File: src/rtl/core/key_scan_event_generator_assert.svh
// Assertion macros for the key scan event generator.
// Each check is sampled on the rising edge of clk and is idle while rst_n is low.
`ifndef KEY_SCAN_EVENT_GENERATOR_ASSERT_SVH
`define KEY_SCAN_EVENT_GENERATOR_ASSERT_SVH
`ifndef SYNTHESIS
// Same-cycle implication: whenever ante holds, cons must hold too.
`define KSEG_ASSERT_IMP(label, ante, cons) \
    label: assert property (@(posedge clk) disable iff (!rst_n) (ante) |-> (cons)) \
        else $error("kseg: same-cycle check failed");
// Next-cycle implication: when ante holds, cons must hold in the next cycle.
`define KSEG_ASSERT_NXT(label, ante, cons) \
    label: assert property (@(posedge clk) disable iff (!rst_n) (ante) |=> (cons)) \
        else $error("kseg: next-cycle check failed");
`else
`define KSEG_ASSERT_IMP(label, ante, cons)
`define KSEG_ASSERT_NXT(label, ante, cons)
`endif
`endif

File: src/rtl/core/kseg_pkg.sv
`default_nettype none

package kseg_pkg;

    // Configuration register indexes
    localparam logic [2:0] CFG_MIDI_CHANNEL  = 3'd0;
    localparam logic [2:0] CFG_OFFLINE_TEST  = 3'd1;
    localparam logic [2:0] CFG_STRIP_ENABLE  = 3'd2;
    localparam logic [2:0] CFG_REPEAT_DELAY  = 3'd3;
    localparam logic [2:0] CFG_REPEAT_PERIOD = 3'd4;

    localparam logic [31:0] RESET_DELAY_US  = 32'd2000000;
    localparam logic [31:0] RESET_PERIOD_US = 32'd333000;

    localparam logic EVENT_NOTE_ON  = 1'b0;
    localparam logic EVENT_NOTE_OFF = 1'b1;

    localparam logic [1:0] STRIP_NONE = 2'd0;
    localparam logic [1:0] STRIP_ON   = 2'd1;
    localparam logic [1:0] STRIP_OFF  = 2'd2;

    typedef struct packed {
        logic       event_kind;
        logic       is_repeat;
        logic [6:0] note_number;
        logic [3:0] channel;
        logic       led_write;
        logic       led_value;
        logic [1:0] strip_action;
    } result_t;

endpackage

`default_nettype wire

File: src/rtl/core/kseg_ram.sv
`default_nettype none

module kseg_ram #(
    parameter int WIDTH = 32,
    parameter int DEPTH = 64
) (
    input  wire logic                     clk,
    input  wire logic                     we,
    input  wire logic [$clog2(DEPTH)-1:0] waddr,
    input  wire logic [WIDTH-1:0]         wdata,
    input  wire logic                     re,
    input  wire logic [$clog2(DEPTH)-1:0] raddr,
    output logic      [WIDTH-1:0]         rdata
);

    logic [WIDTH-1:0] mem [DEPTH];

    always_ff @(posedge clk)
    begin
        if (we)
        begin
            mem[waddr] <= wdata;
        end
        if (re)
        begin
            rdata <= mem[raddr];
        end
    end

endmodule

`default_nettype wire

File: src/rtl/core/key_scan_event_generator.sv
// Channel   Direction  Handshake            Payload
// s_*       in         s_tvalid / s_tready  key sample: index, pressed, scan time
// m_*       out        m_tvalid / m_tready  note event, LED and strip flags
// cfg_*     in         cfg_we               register index and data, write only
//
// One key sample is taken every cycle while s_tready is high; its event, if
// any, goes from the input register to the output register. The stamp memory
// is read at the accepting edge alongside the input register; a write to the
// key being read in the same cycle is bypassed. Reset clears held flags, shift
// state and registers at once; stamps need no clearing. A stalled output holds
// the decision stage, and the input then stalls only while both are full.
`default_nettype none
`include "key_scan_event_generator_assert.svh"

module key_scan_event_generator
    import kseg_pkg::*;
#(
    parameter int NUM_KEYS = 64
) (
    input  wire logic        clk,
    input  wire logic        rst_n,
    input  wire logic        s_tvalid,
    output logic             s_tready,
    // [5:0] key_index, [6] key_pressed, [38:7] scan_time_us, [39] zero
    input  wire logic [39:0] s_tdata,
    output logic             m_tvalid,
    input  wire logic        m_tready,
    // [6:0] note_number, [10:7] channel, [11] led_write, [12] led_value,
    // [14:13] strip_action, [15] zero
    output logic      [15:0] m_tdata,
    // [0] event_kind, [1] is_repeat
    output logic      [1:0]  m_tuser,
    input  wire logic        cfg_we,
    input  wire logic [2:0]  cfg_index,
    input  wire logic [31:0] cfg_data
);

    localparam int KEY_W = $clog2(NUM_KEYS);

    // configuration
    logic [3:0]  channel_reg;
    logic        offline_reg;
    logic        strip_en_reg;
    logic [31:0] delay_reg;
    logic [31:0] period_reg;

    always_ff @(posedge clk or negedge rst_n)
    begin
        if (!rst_n)
        begin
            channel_reg  <= '0;
            offline_reg  <= 1'b1;
            strip_en_reg <= 1'b0;
            delay_reg    <= RESET_DELAY_US;
            period_reg   <= RESET_PERIOD_US;
        end
        else if (cfg_we)
        begin
            case (cfg_index)
                CFG_MIDI_CHANNEL:  channel_reg  <= cfg_data[3:0];
                CFG_OFFLINE_TEST:  offline_reg  <= cfg_data[0];
                CFG_STRIP_ENABLE:  strip_en_reg <= cfg_data[0];
                CFG_REPEAT_DELAY:  delay_reg    <= cfg_data;
                CFG_REPEAT_PERIOD: period_reg   <= cfg_data;
                default: ;
            endcase
        end
    end

    // handshakes
    logic    s1_valid_reg;
    logic    s1_adv;
    logic    in_accept;
    logic    out_free;
    logic    m_valid_reg;
    result_t out_reg;

    assign out_free  = !m_valid_reg || m_tready;
    assign s1_adv    = s1_valid_reg && out_free;
    assign s_tready  = !s1_valid_reg || s1_adv;
    assign in_accept = s_tvalid && s_tready;

    // decision stage input register
    logic [5:0]  s1_key_reg;
    logic        s1_pressed_reg;
    logic [31:0] s1_time_reg;

    always_ff @(posedge clk or negedge rst_n)
    begin
        if (!rst_n)
        begin
            s1_valid_reg <= 1'b0;
        end
        else if (s_tready)
        begin
            s1_valid_reg <= s_tvalid;
        end
    end

    always_ff @(posedge clk)
    begin
        if (in_accept)
        begin
            s1_key_reg     <= s_tdata[5:0];
            s1_pressed_reg <= s_tdata[6];
            s1_time_reg    <= s_tdata[38:7];
        end
    end

    // stamp memory with write bypass
    logic             stamp_we;
    logic [31:0]      stamp_wdata;
    logic [31:0]      ram_rdata;
    logic [KEY_W-1:0] s1_addr;
    logic [KEY_W-1:0] in_addr;
    logic             fwd_valid_reg;
    logic [31:0]      fwd_data_reg;
    logic             stamp_write;

    assign s1_addr     = s1_key_reg[KEY_W-1:0];
    assign in_addr     = s_tdata[KEY_W-1:0];
    assign stamp_write = s1_adv && stamp_we;

    kseg_ram #(
        .WIDTH (32),
        .DEPTH (NUM_KEYS)
    ) u_stamp_ram (
        .clk   (clk),
        .we    (stamp_write),
        .waddr (s1_addr),
        .wdata (stamp_wdata),
        .re    (in_accept),
        .raddr (in_addr),
        .rdata (ram_rdata)
    );

    // drop the bypass whenever the decision stage empties
    always_ff @(posedge clk or negedge rst_n)
    begin
        if (!rst_n)
        begin
            fwd_valid_reg <= 1'b0;
        end
        else if (s_tready)
        begin
            fwd_valid_reg <= s_tvalid && stamp_write && (s1_addr == in_addr);
        end
    end

    always_ff @(posedge clk)
    begin
        if (in_accept)
        begin
            fwd_data_reg <= stamp_wdata;
        end
    end

    // per-key and shift state
    logic [NUM_KEYS-1:0] key_held_reg;
    logic                shift_now_reg;
    logic                shift_before_reg;

    // decision logic
    logic        in_range;
    logic        is_key0;
    logic        was_held;
    logic [31:0] stamp;
    logic [31:0] elapsed;
    logic        due;
    logic [6:0]  note_plain;
    logic [6:0]  note_shift;
    logic        held_we;
    logic        held_val;
    logic        res_valid;
    result_t     res;

    assign in_range   = {1'b0, s1_key_reg} < 7'(NUM_KEYS);
    assign is_key0    = (s1_key_reg == '0);
    assign was_held   = key_held_reg[s1_addr];
    assign stamp      = fwd_valid_reg ? fwd_data_reg : ram_rdata;
    assign elapsed    = s1_time_reg - stamp;
    assign due        = elapsed > delay_reg;
    assign note_plain = {1'b0, s1_key_reg};
    assign note_shift = note_plain + 7'(NUM_KEYS);

    always_comb
    begin
        res_valid        = 1'b0;
        held_we          = 1'b0;
        held_val         = 1'b0;
        stamp_we         = 1'b0;
        stamp_wdata      = s1_time_reg;
        res.event_kind   = EVENT_NOTE_ON;
        res.is_repeat    = 1'b0;
        res.note_number  = note_plain;
        res.channel      = channel_reg;
        res.led_write    = 1'b0;
        res.led_value    = 1'b0;
        res.strip_action = STRIP_NONE;
        if (in_range)
        begin
            if (s1_pressed_reg)
            begin
                if (!is_key0 && (shift_now_reg || shift_before_reg))
                begin
                    res.note_number = note_shift;
                end
                if (!was_held)
                begin
                    res_valid     = 1'b1;
                    held_we       = 1'b1;
                    held_val      = 1'b1;
                    stamp_we      = 1'b1;
                    res.led_write = offline_reg;
                    res.led_value = offline_reg;
                    if (is_key0 && strip_en_reg)
                    begin
                        res.strip_action = STRIP_ON;
                    end
                end
                else if (!is_key0 && due)
                begin
                    res_valid     = 1'b1;
                    stamp_we      = 1'b1;
                    stamp_wdata   = stamp + period_reg;
                    res.is_repeat = 1'b1;
                end
            end
            else if (was_held)
            begin
                res_valid      = 1'b1;
                held_we        = 1'b1;
                res.event_kind = EVENT_NOTE_OFF;
                res.led_write  = offline_reg;
                if (!is_key0 && shift_now_reg)
                begin
                    res.note_number = note_shift;
                end
                if (is_key0 && strip_en_reg)
                begin
                    res.strip_action = STRIP_OFF;
                end
            end
        end
    end

    always_ff @(posedge clk or negedge rst_n)
    begin
        if (!rst_n)
        begin
            key_held_reg     <= '0;
            shift_now_reg    <= 1'b0;
            shift_before_reg <= 1'b0;
        end
        else if (s1_adv && in_range)
        begin
            if (held_we)
            begin
                key_held_reg[s1_addr] <= held_val;
            end
            // key 0 samples track the shift state
            if (is_key0)
            begin
                shift_before_reg <= was_held;
                shift_now_reg    <= s1_pressed_reg;
            end
        end
    end

    // output register
    always_ff @(posedge clk or negedge rst_n)
    begin
        if (!rst_n)
        begin
            m_valid_reg <= 1'b0;
        end
        else if (s1_adv)
        begin
            m_valid_reg <= res_valid;
        end
        else if (m_tready)
        begin
            m_valid_reg <= 1'b0;
        end
    end

    always_ff @(posedge clk)
    begin
        if (s1_adv && res_valid)
        begin
            out_reg <= res;
        end
    end

    assign m_tvalid = m_valid_reg;
    assign m_tdata  = {1'b0, out_reg.strip_action, out_reg.led_value, out_reg.led_write,
                       out_reg.channel, out_reg.note_number};
    assign m_tuser  = {out_reg.is_repeat, out_reg.event_kind};

    `KSEG_ASSERT_IMP(a_repeat_quiet, m_valid_reg && out_reg.is_repeat,
        !out_reg.led_write && (out_reg.strip_action == STRIP_NONE) &&
        (out_reg.event_kind == EVENT_NOTE_ON))
    `KSEG_ASSERT_IMP(a_key0_no_repeat, m_valid_reg && (out_reg.note_number == '0),
        !out_reg.is_repeat)
    `KSEG_ASSERT_IMP(a_fwd_has_item, fwd_valid_reg, s1_valid_reg)
    `KSEG_ASSERT_NXT(a_press_sets_held,
        s1_adv && res_valid && !res.is_repeat && (res.event_kind == EVENT_NOTE_ON),
        key_held_reg[$past(s1_addr)])

endmodule

`default_nettype wire
File: config.mk
export PLATFORM = sky130hd
export DESIGN_NAME = key_scan_event_generator
export DESIGN_NICKNAME = d
export VERILOG_FILES = /design/src/rtl/core/kseg_pkg.sv /design/src/rtl/core/kseg_ram.sv /design/src/rtl/core/key_scan_event_generator.sv
export VERILOG_INCLUDE_DIRS = /design/src /design/src/rtl/core
export SDC_FILE = /design/constraint.sdc
export NUM_CORES = 2
export LEC_CHECK = 0
export BUFFER_PORTS_ARGS = -buffer_cell sky130_fd_sc_hd__buf_2
export CORE_MARGIN = 3
export CORE_UTILIZATION = 57
export DETAILED_ROUTE_END_ITERATION = 8
export PLACE_DENSITY = 0.76
export SYNTH_ARGS = -nofsm -noshare
export SYNTH_HDL_FRONTEND = slang
export SYNTH_SLANG_ARGS = --single-unit
File: constraint.sdc
create_clock -name clk -period 9.85 [get_ports clk]
set_input_delay 1.97 -clock clk [delete_from_list [all_inputs] [get_ports clk]]
set_output_delay 1.97 -clock clk [all_outputs]
set_load 0.05 [all_outputs]
After elaboration in Yosys (flattened, before gate mapping)

Memories as Yosys holds them, arrays and structs flattened. A register that Yosys moved wholly into a read port is not among the register bits.
Cells that the tools add are included.

Register bits after elaboration: 227
Memory bits (writable): 2048
Input bits: 80
Output and inout port bits: 20
Word-level logic and storage cells: 96
Memories: 1

Memories:

| memory          | depth | width | read ports | clocked after memory_dff | write ports | line           | source |
|---|---|---|---|---|---|---|---|
| u_stamp_ram.mem | 64    | 32    | 1          | 1                        | 1           | kseg_ram.sv:16 | `logic [WIDTH-1:0] mem [DEPTH];` |

Add/subtract/negate cells: 3
Order comparisons: 3
Equal/unequal tests: 5
Mux-type cells: 32
Bitwise gates (word level): 1
Reductions and logical operators: 29

Operators by type and width:

| operator            | number |
|---|---|
| $mux 32             | 4 |
| $bwmux 64           | 1 |
| $add 32x32->32      | 1 |
| $gt 32x32->1        | 1 |
| $sub 32x32->32      | 1 |
| $mux 7              | 4 |
| $mux 1              | 17 |
| $reduce_and 2->1    | 8 |
| $logic_and 1x1->1   | 11 |
| $add 6x7->7 const B | 1 |
| $lt 6x7->1 const B  | 1 |
| $bmux 1 s6          | 1 |
| $demux 1 s6         | 1 |
| $eq 3x2->1 const B  | 2 |
| $eq 6x6->1          | 1 |
| $ge 6x1->1 const B  | 1 |
| $logic_not 6->1     | 1 |
| $mux 2              | 3 |
| $mux 4              | 1 |
| $eq 3x1->1 const B  | 1 |
| $eq 3x3->1 const B  | 1 |
| $logic_not 1->1     | 3 |
| $logic_not 3->1     | 1 |
| $logic_or 1x1->1    | 3 |
| 3 further kinds     | 3 |

Depth between registers and ports, before layout

Word-level depth: 10
Gate-level depth with buffers: 25

By module

Synthesis repeated with hierarchy kept, for this count alone.

Cells, all modules: 4594
Area, all modules: 92804.0 um^2

Modules (own cells, without submodules):

| module                   | instances | cells each | area an instance (um^2) | sequential area each (um^2) |
|---|---|---|---|---|
| kseg_ram                 | 1         | 3324       | 78835.6                 | 62459.9 |
| key_scan_event_generator | 1         | 1270       | 13968.4                 | 6139.6 |

Worst setup path before layout

OpenSTA, ideal clock, no wires.

Path type: flip-flop to flip-flop
Start: register fwd_valid_reg
End: register fwd_data_reg[12] (data pin)
Library setup time: 0.917 ns
Arrival time: 8.252 ns
Slack: 0.681 ns
Cell stages (with the launch flop): 21
Buffers on the path: 2
Cell sequence: dfrtp_1 > clkbuf_1 > buf_1 > mux2i_1 > ha_1 > a21o_1 > a221o_1 > a22oi_1 > nor3_1 > o22ai_1 > o211ai_1 > a21o_1 > a21oi_1 > xnor2_1 > ha_1 > nand4_1 > nor3_1 > nand2_1 > o211ai_1 > nand3_1 > o41ai_1

Cells in the longest elaborated chain, start to end: 7
Elaborated cells on any way between the ends: 8
Classes of those cells: 2 x add/sub; 1 x order compare; 4 x mux; 1 x reduce/logical

RTL lines:

| item                   | line                            | source |
|---|---|---|
| start, declared        | key_scan_event_generator.sv:116 | `logic fwd_valid_reg;` |
| start signal, assigned | key_scan_event_generator.sv:146 | `fwd_valid_reg <= s_tvalid && stamp_write && (s1_addr == in_addr);` |
| $mux 32 (*)            | key_scan_event_generator.sv:180 | `assign stamp = fwd_valid_reg ? fwd_data_reg : ram_rdata;` |
| $sub 32x32->32         | key_scan_event_generator.sv:181 | `assign elapsed = s1_time_reg - stamp;` |
| $gt 32x32->1           | key_scan_event_generator.sv:182 | `assign due = elapsed > delay_reg;` |
| $logic_and 1x1->1      | key_scan_event_generator.sv:221 | `else if (!is_key0 && due)` |
| $mux 32 (*)            | key_scan_event_generator.sv:221 |  |
| $mux 32 (*)            | key_scan_event_generator.sv:208 | `if (!was_held)` |
| $mux 32 (*)            | key_scan_event_generator.sv:202 | `if (s1_pressed_reg)` |
| net stamp_wdata[12]    | key_scan_event_generator.sv:112 | `logic [31:0] stamp_wdata;` |
| end signal, assigned   | key_scan_event_generator.sv:154 | `fwd_data_reg <= stamp_wdata;` |
| end, declared          | key_scan_event_generator.sv:117 | `logic [31:0] fwd_data_reg;` |

Mark *: on every way through the listed nets, which the timed path passes. The rest lies on a longest branch.
A chain may end at the register's enable or synchronous reset.

Worst setup path after layout

Start: register fwd_valid_reg
End: memory u_stamp_ram.mem[13][24] (enable)

Cells in the longest elaborated chain, start to end: 10

RTL lines:

| item                         | line                            | source |
|---|---|---|
| $mux 32                      | key_scan_event_generator.sv:180 |  |
| $sub 32x32->32               | key_scan_event_generator.sv:181 |  |
| $gt 32x32->1                 | key_scan_event_generator.sv:182 |  |
| $logic_and 1x1->1            | key_scan_event_generator.sv:221 |  |
| $mux 1                       | key_scan_event_generator.sv:221 |  |
| $mux 1                       | key_scan_event_generator.sv:208 |  |
| $mux 1                       | key_scan_event_generator.sv:202 |  |
| $logic_and 1x1->1            | key_scan_event_generator.sv:122 | `assign stamp_write = s1_adv && stamp_we;` |
| $mux 1                       | kseg_ram.sv:20                  | `if (we)` |
| $mux 1 (not written as such) | kseg_ram.sv:22                  | `mem[waddr] <= wdata;` |
| end, declared                | kseg_ram.sv:16                  |  |

No other way between the ends.

==> reports/qor.yml <==
timing:
  rsz0062_at_grt: "no"
  finalSetupViolations: 0
  setup_ws_ns: 1.10
  max_freq_ghz: 0.114
  worstMarginPinSlew_ns: 1.39
  hold_viol_final: 0
  finClkSkew_ns: 0.0383
  fin_tns_setup_ns: 0
  fin_crit_ns: 8.75
  slew_violations: 0
  period_share_pct: 88.8
  maxSlewHeadroom_pct: 7.50
logic_synthesis:
  synth_nets: 4477
  synth_adder_area_share_pct: 1.36
  async_reset_ff_share_pct: 6.03
  synth-simple-area-share_pct: 2.00
  synth_seq_area_share_pct: 74.3
  postSynthCellCount: 4298
  synth-xor-area-share_pct: 0.560
  synth_compound_area_share_pct: 1.81
  synth_top_family_by_area: "multiplexers"
  synth_area_sq_um: 92300
  synth.avg_cell_area_sq_um: 21.5
  synth_ff_type: "edfxtp_1"
  ys_warn_count: 0
  synth-edff-count: 2168
  ys_types: 61
  ys_ff_latch: 2307
  muxShareOfSynthArea_pct: 18.8
worst_setup_path:
  critPathKind: "flip-flop to flip-flop"
  critPathLaunchType: "flip-flop"
  worstRegToRegCells: 21
  critPathArrivalTime_ns: 9.25
  end_kind: "flip-flop"
  crit_fanout: 22
  path_cells: "buf_4 -> mux2i_1 -> ha_1 -> nand4_1 -> nor3_1 -> nand3_1 -> a211oi_1 -> o211ai_1 -> a31oi_1 -> mux2i_1 -> o2111ai_1 -> ha_1 -> nand4_1 -> nor3_1 -> nand2_1 -> o211ai_1 -> a21oi_1 -> nor3_4 -> nand2_1 -> nor2_4 -> buf_4"
  slowest_stage: "nor2_4"
  slowest_delay_ns: 0.80
  cp.required_ns: 10.35
layout:
  area_growth_pct: 11.7
  fin_util_pct: 64.2
  layout_commonest_cell: "edfxtp_1"
  nets: 4711
  fillers: 10100
  final_cell_mix: "2168 x edfxtp_1, 669 x mux4_2, 209 x clkbuf_16"
  drive_above_1_share_pct: 30.3
  largest_reg_flops: 2048
global_route:
  gr-usage-all-layers_pct: 27.5
  grt_pass1_vias: 47000
  antenna_found_initial: 18
  grt_max_degree: 129
  grt_pass1_wl_mm: 332
  grt_overflow: 0
clock_tree:
  cts_tree: "done"
  cts_resized: 0
  cts-htree-levels: 4
  clk_transition_reported_paths_ns: 0.06
  cts_setup_buffers: 0
  cts_sinks: 2307
  hold_buffers: 0
  clk_latency_ns: 0.84
  clockBufferDepth: 3
  cts_buffers: 209
  root_buffer: "clkbuf_16"
power_and_ir_drop:
  p_leak_uw: 0.0335
  p_total_uw: 21700
  p_per_area_nw_per_um2: 211
  ir_drop_v: 0.000187
placed_design:
  io_buffers: 97
  place.gp.congestion: 0.879
  place_ws_ns: 1.24
  dp_hpwl_mm: 122
floorplan:
  fp.coreArea_sq_um: 161000
  die_width_um: 408
  num_io_pins: 100
  die_h_um: 408
  num_rows: 147
  die_area_sq_um: 167000
  initial_core_util_pct: 57.4
detailed_routing:
  drc: 0
  ant_nets: 0
  initialDrtViolationCount: 6567
  num_vias: 46100
  post_drt_wl_per_cell_um: 32.9
  drtPass1Iterations: 7
  via_per_inst: 6.70
  wirelength_mm: 226
run_status:
  outcome: "finished clean"
job:
  cap_violations: 0
hold_path:
  hp-class: "flip-flop to flip-flop"
  min_path_cells: 0
==> layout make-up <==
type                            instances  area [sq um]  share of cell area (%)
Sequential cell                      2307         68600                    66.5
Inverter                               85           319                   0.309
Clock inverter                        123          1100                    1.06
Multi-Input combinational cell       1703         23200                    22.5
Timing Repair Buffer                  226          1740                    1.68
Clock buffer                          272          5490                    5.32
Tap cell                             2160          2700                    2.62
Antenna cell                            4          10.0                 0.00970
==> metrics by stage <==
stage / hold WS [ns] / cells / area (sq um)
2_1_floorplan: 0.421 / 4298 / 92300
3_3_place_gp: 0.427 / 6481 / 96600
3_5_place_dp: 0.434 / 6481 / 96600
4_1_cts: 0.449 / 6876 / 103000
5_1_grt: 0.461 / 6876 / 103000
6_report: 0.449 / 6880 / 103000
==> critical path: cells and delay by family (launching register included) <==
kind | cells | cell delay [ns]
buffers and inverters | 2 | 0.77
adder cells (fa/ha/maj) | 2 | 0.68
flip-flops | 1 | 0.77
AND/OR/NAND/NOR | 9 | 3.51
multiplexers | 2 | 0.58
AO/OA/AOI/OAI | 6 | 2.03
==> cell families (layout without fill, tap and decap cells) <==
| logic type | count (synthesis) | in the layout |
|---|---|---|
| DFF | 2307 | 2307 |
| xor gates and xnor gates | 59 | 59 |
| other | 1 | 5 |
| buffers and inverters | 288 | 706 |
| and+or+nand+nor | 403 | 403 |
| adders and majority gates | 99 | 99 |
| muxes | 876 | 876 |
| AOI/OAI and AO/OA | 265 | 265 |
==> layer usage <==
| metal | global-route usage, % | wire length, um | vias up |
|---|---|---|---|
| met5 | 0 | 115 | - |
| met4 | 8.75 | 7090 | 18 |
| met3 | 6.71 | 24300 | 505 |
| met2 | 43.6 | 111000 | 3081 |
| met1 | 38.2 | 83500 | 24100 |
| li1 | - | - | 18400 |
==> report_power, final <==
group / switching (uW) / total (uW) / internal (uW)
clock network: 3600 / 7920 / 4320
logic: 1570 / 2350 / 788
registers: 99.5 / 11500 / 11400
==> worst paths after layout <==
check                                      startpoint                           endpoint  slack, ns
max                         fwd_valid_reg$_DFFE_PN0N_  u_stamp_ram.mem[13][24]$_DFFE_PP_       1.10
min                        channel_reg[0]$_DFFE_PN0P_               m_tdata[7]$_DFFE_PP_       0.45
max reg2reg                 fwd_valid_reg$_DFFE_PN0N_  u_stamp_ram.mem[13][24]$_DFFE_PP_       1.10
min reg2reg                channel_reg[0]$_DFFE_PN0P_               m_tdata[7]$_DFFE_PP_       0.45
max in group asynchronous                       rst_n         period_reg[29]$_DFFE_PN0P_       7.32
min in group asynchronous                       rst_n       key_held_reg[29]$_DFFE_PN0P_       1.14
==> Yosys cell counts, types with 5 or more instances <==
master	count	area, sq um
edfxtp_1	2168	65100
mux4_2	669	15100
mux2_2	160	1800
nor2_1	143	537
dfrtp_1	124	3100
nand2_1	123	462
clkbuf_1	116	435
ha_1	97	1210
inv_1	84	315
a21oi_1	71	355
buf_1	71	267
o21ai_0	68	340
mux2i_1	47	470
nand3_1	41	205
a21o_1	35	263
xnor2_1	31	272
xor2_1	28	245
dfstp_2	15	394
o21a_1	13	97.6
and3_1	12	75.1
buf_2	12	60.1
o211ai_1	12	90.1
nor2b_1	11	68.8
a211oi_1	10	75.1
nand2b_1	10	62.6
nand4_1	10	62.6
nor3_1	10	50.1
o21bai_1	10	75.1
or3_1	10	62.6
and2_1	6	37.5
a22oi_1	5	37.5
nand3b_1	5	37.5
nor3b_1	5	37.5
o22ai_1	5	31.3
No activity file was read; power rests on OpenSTA's default activity.
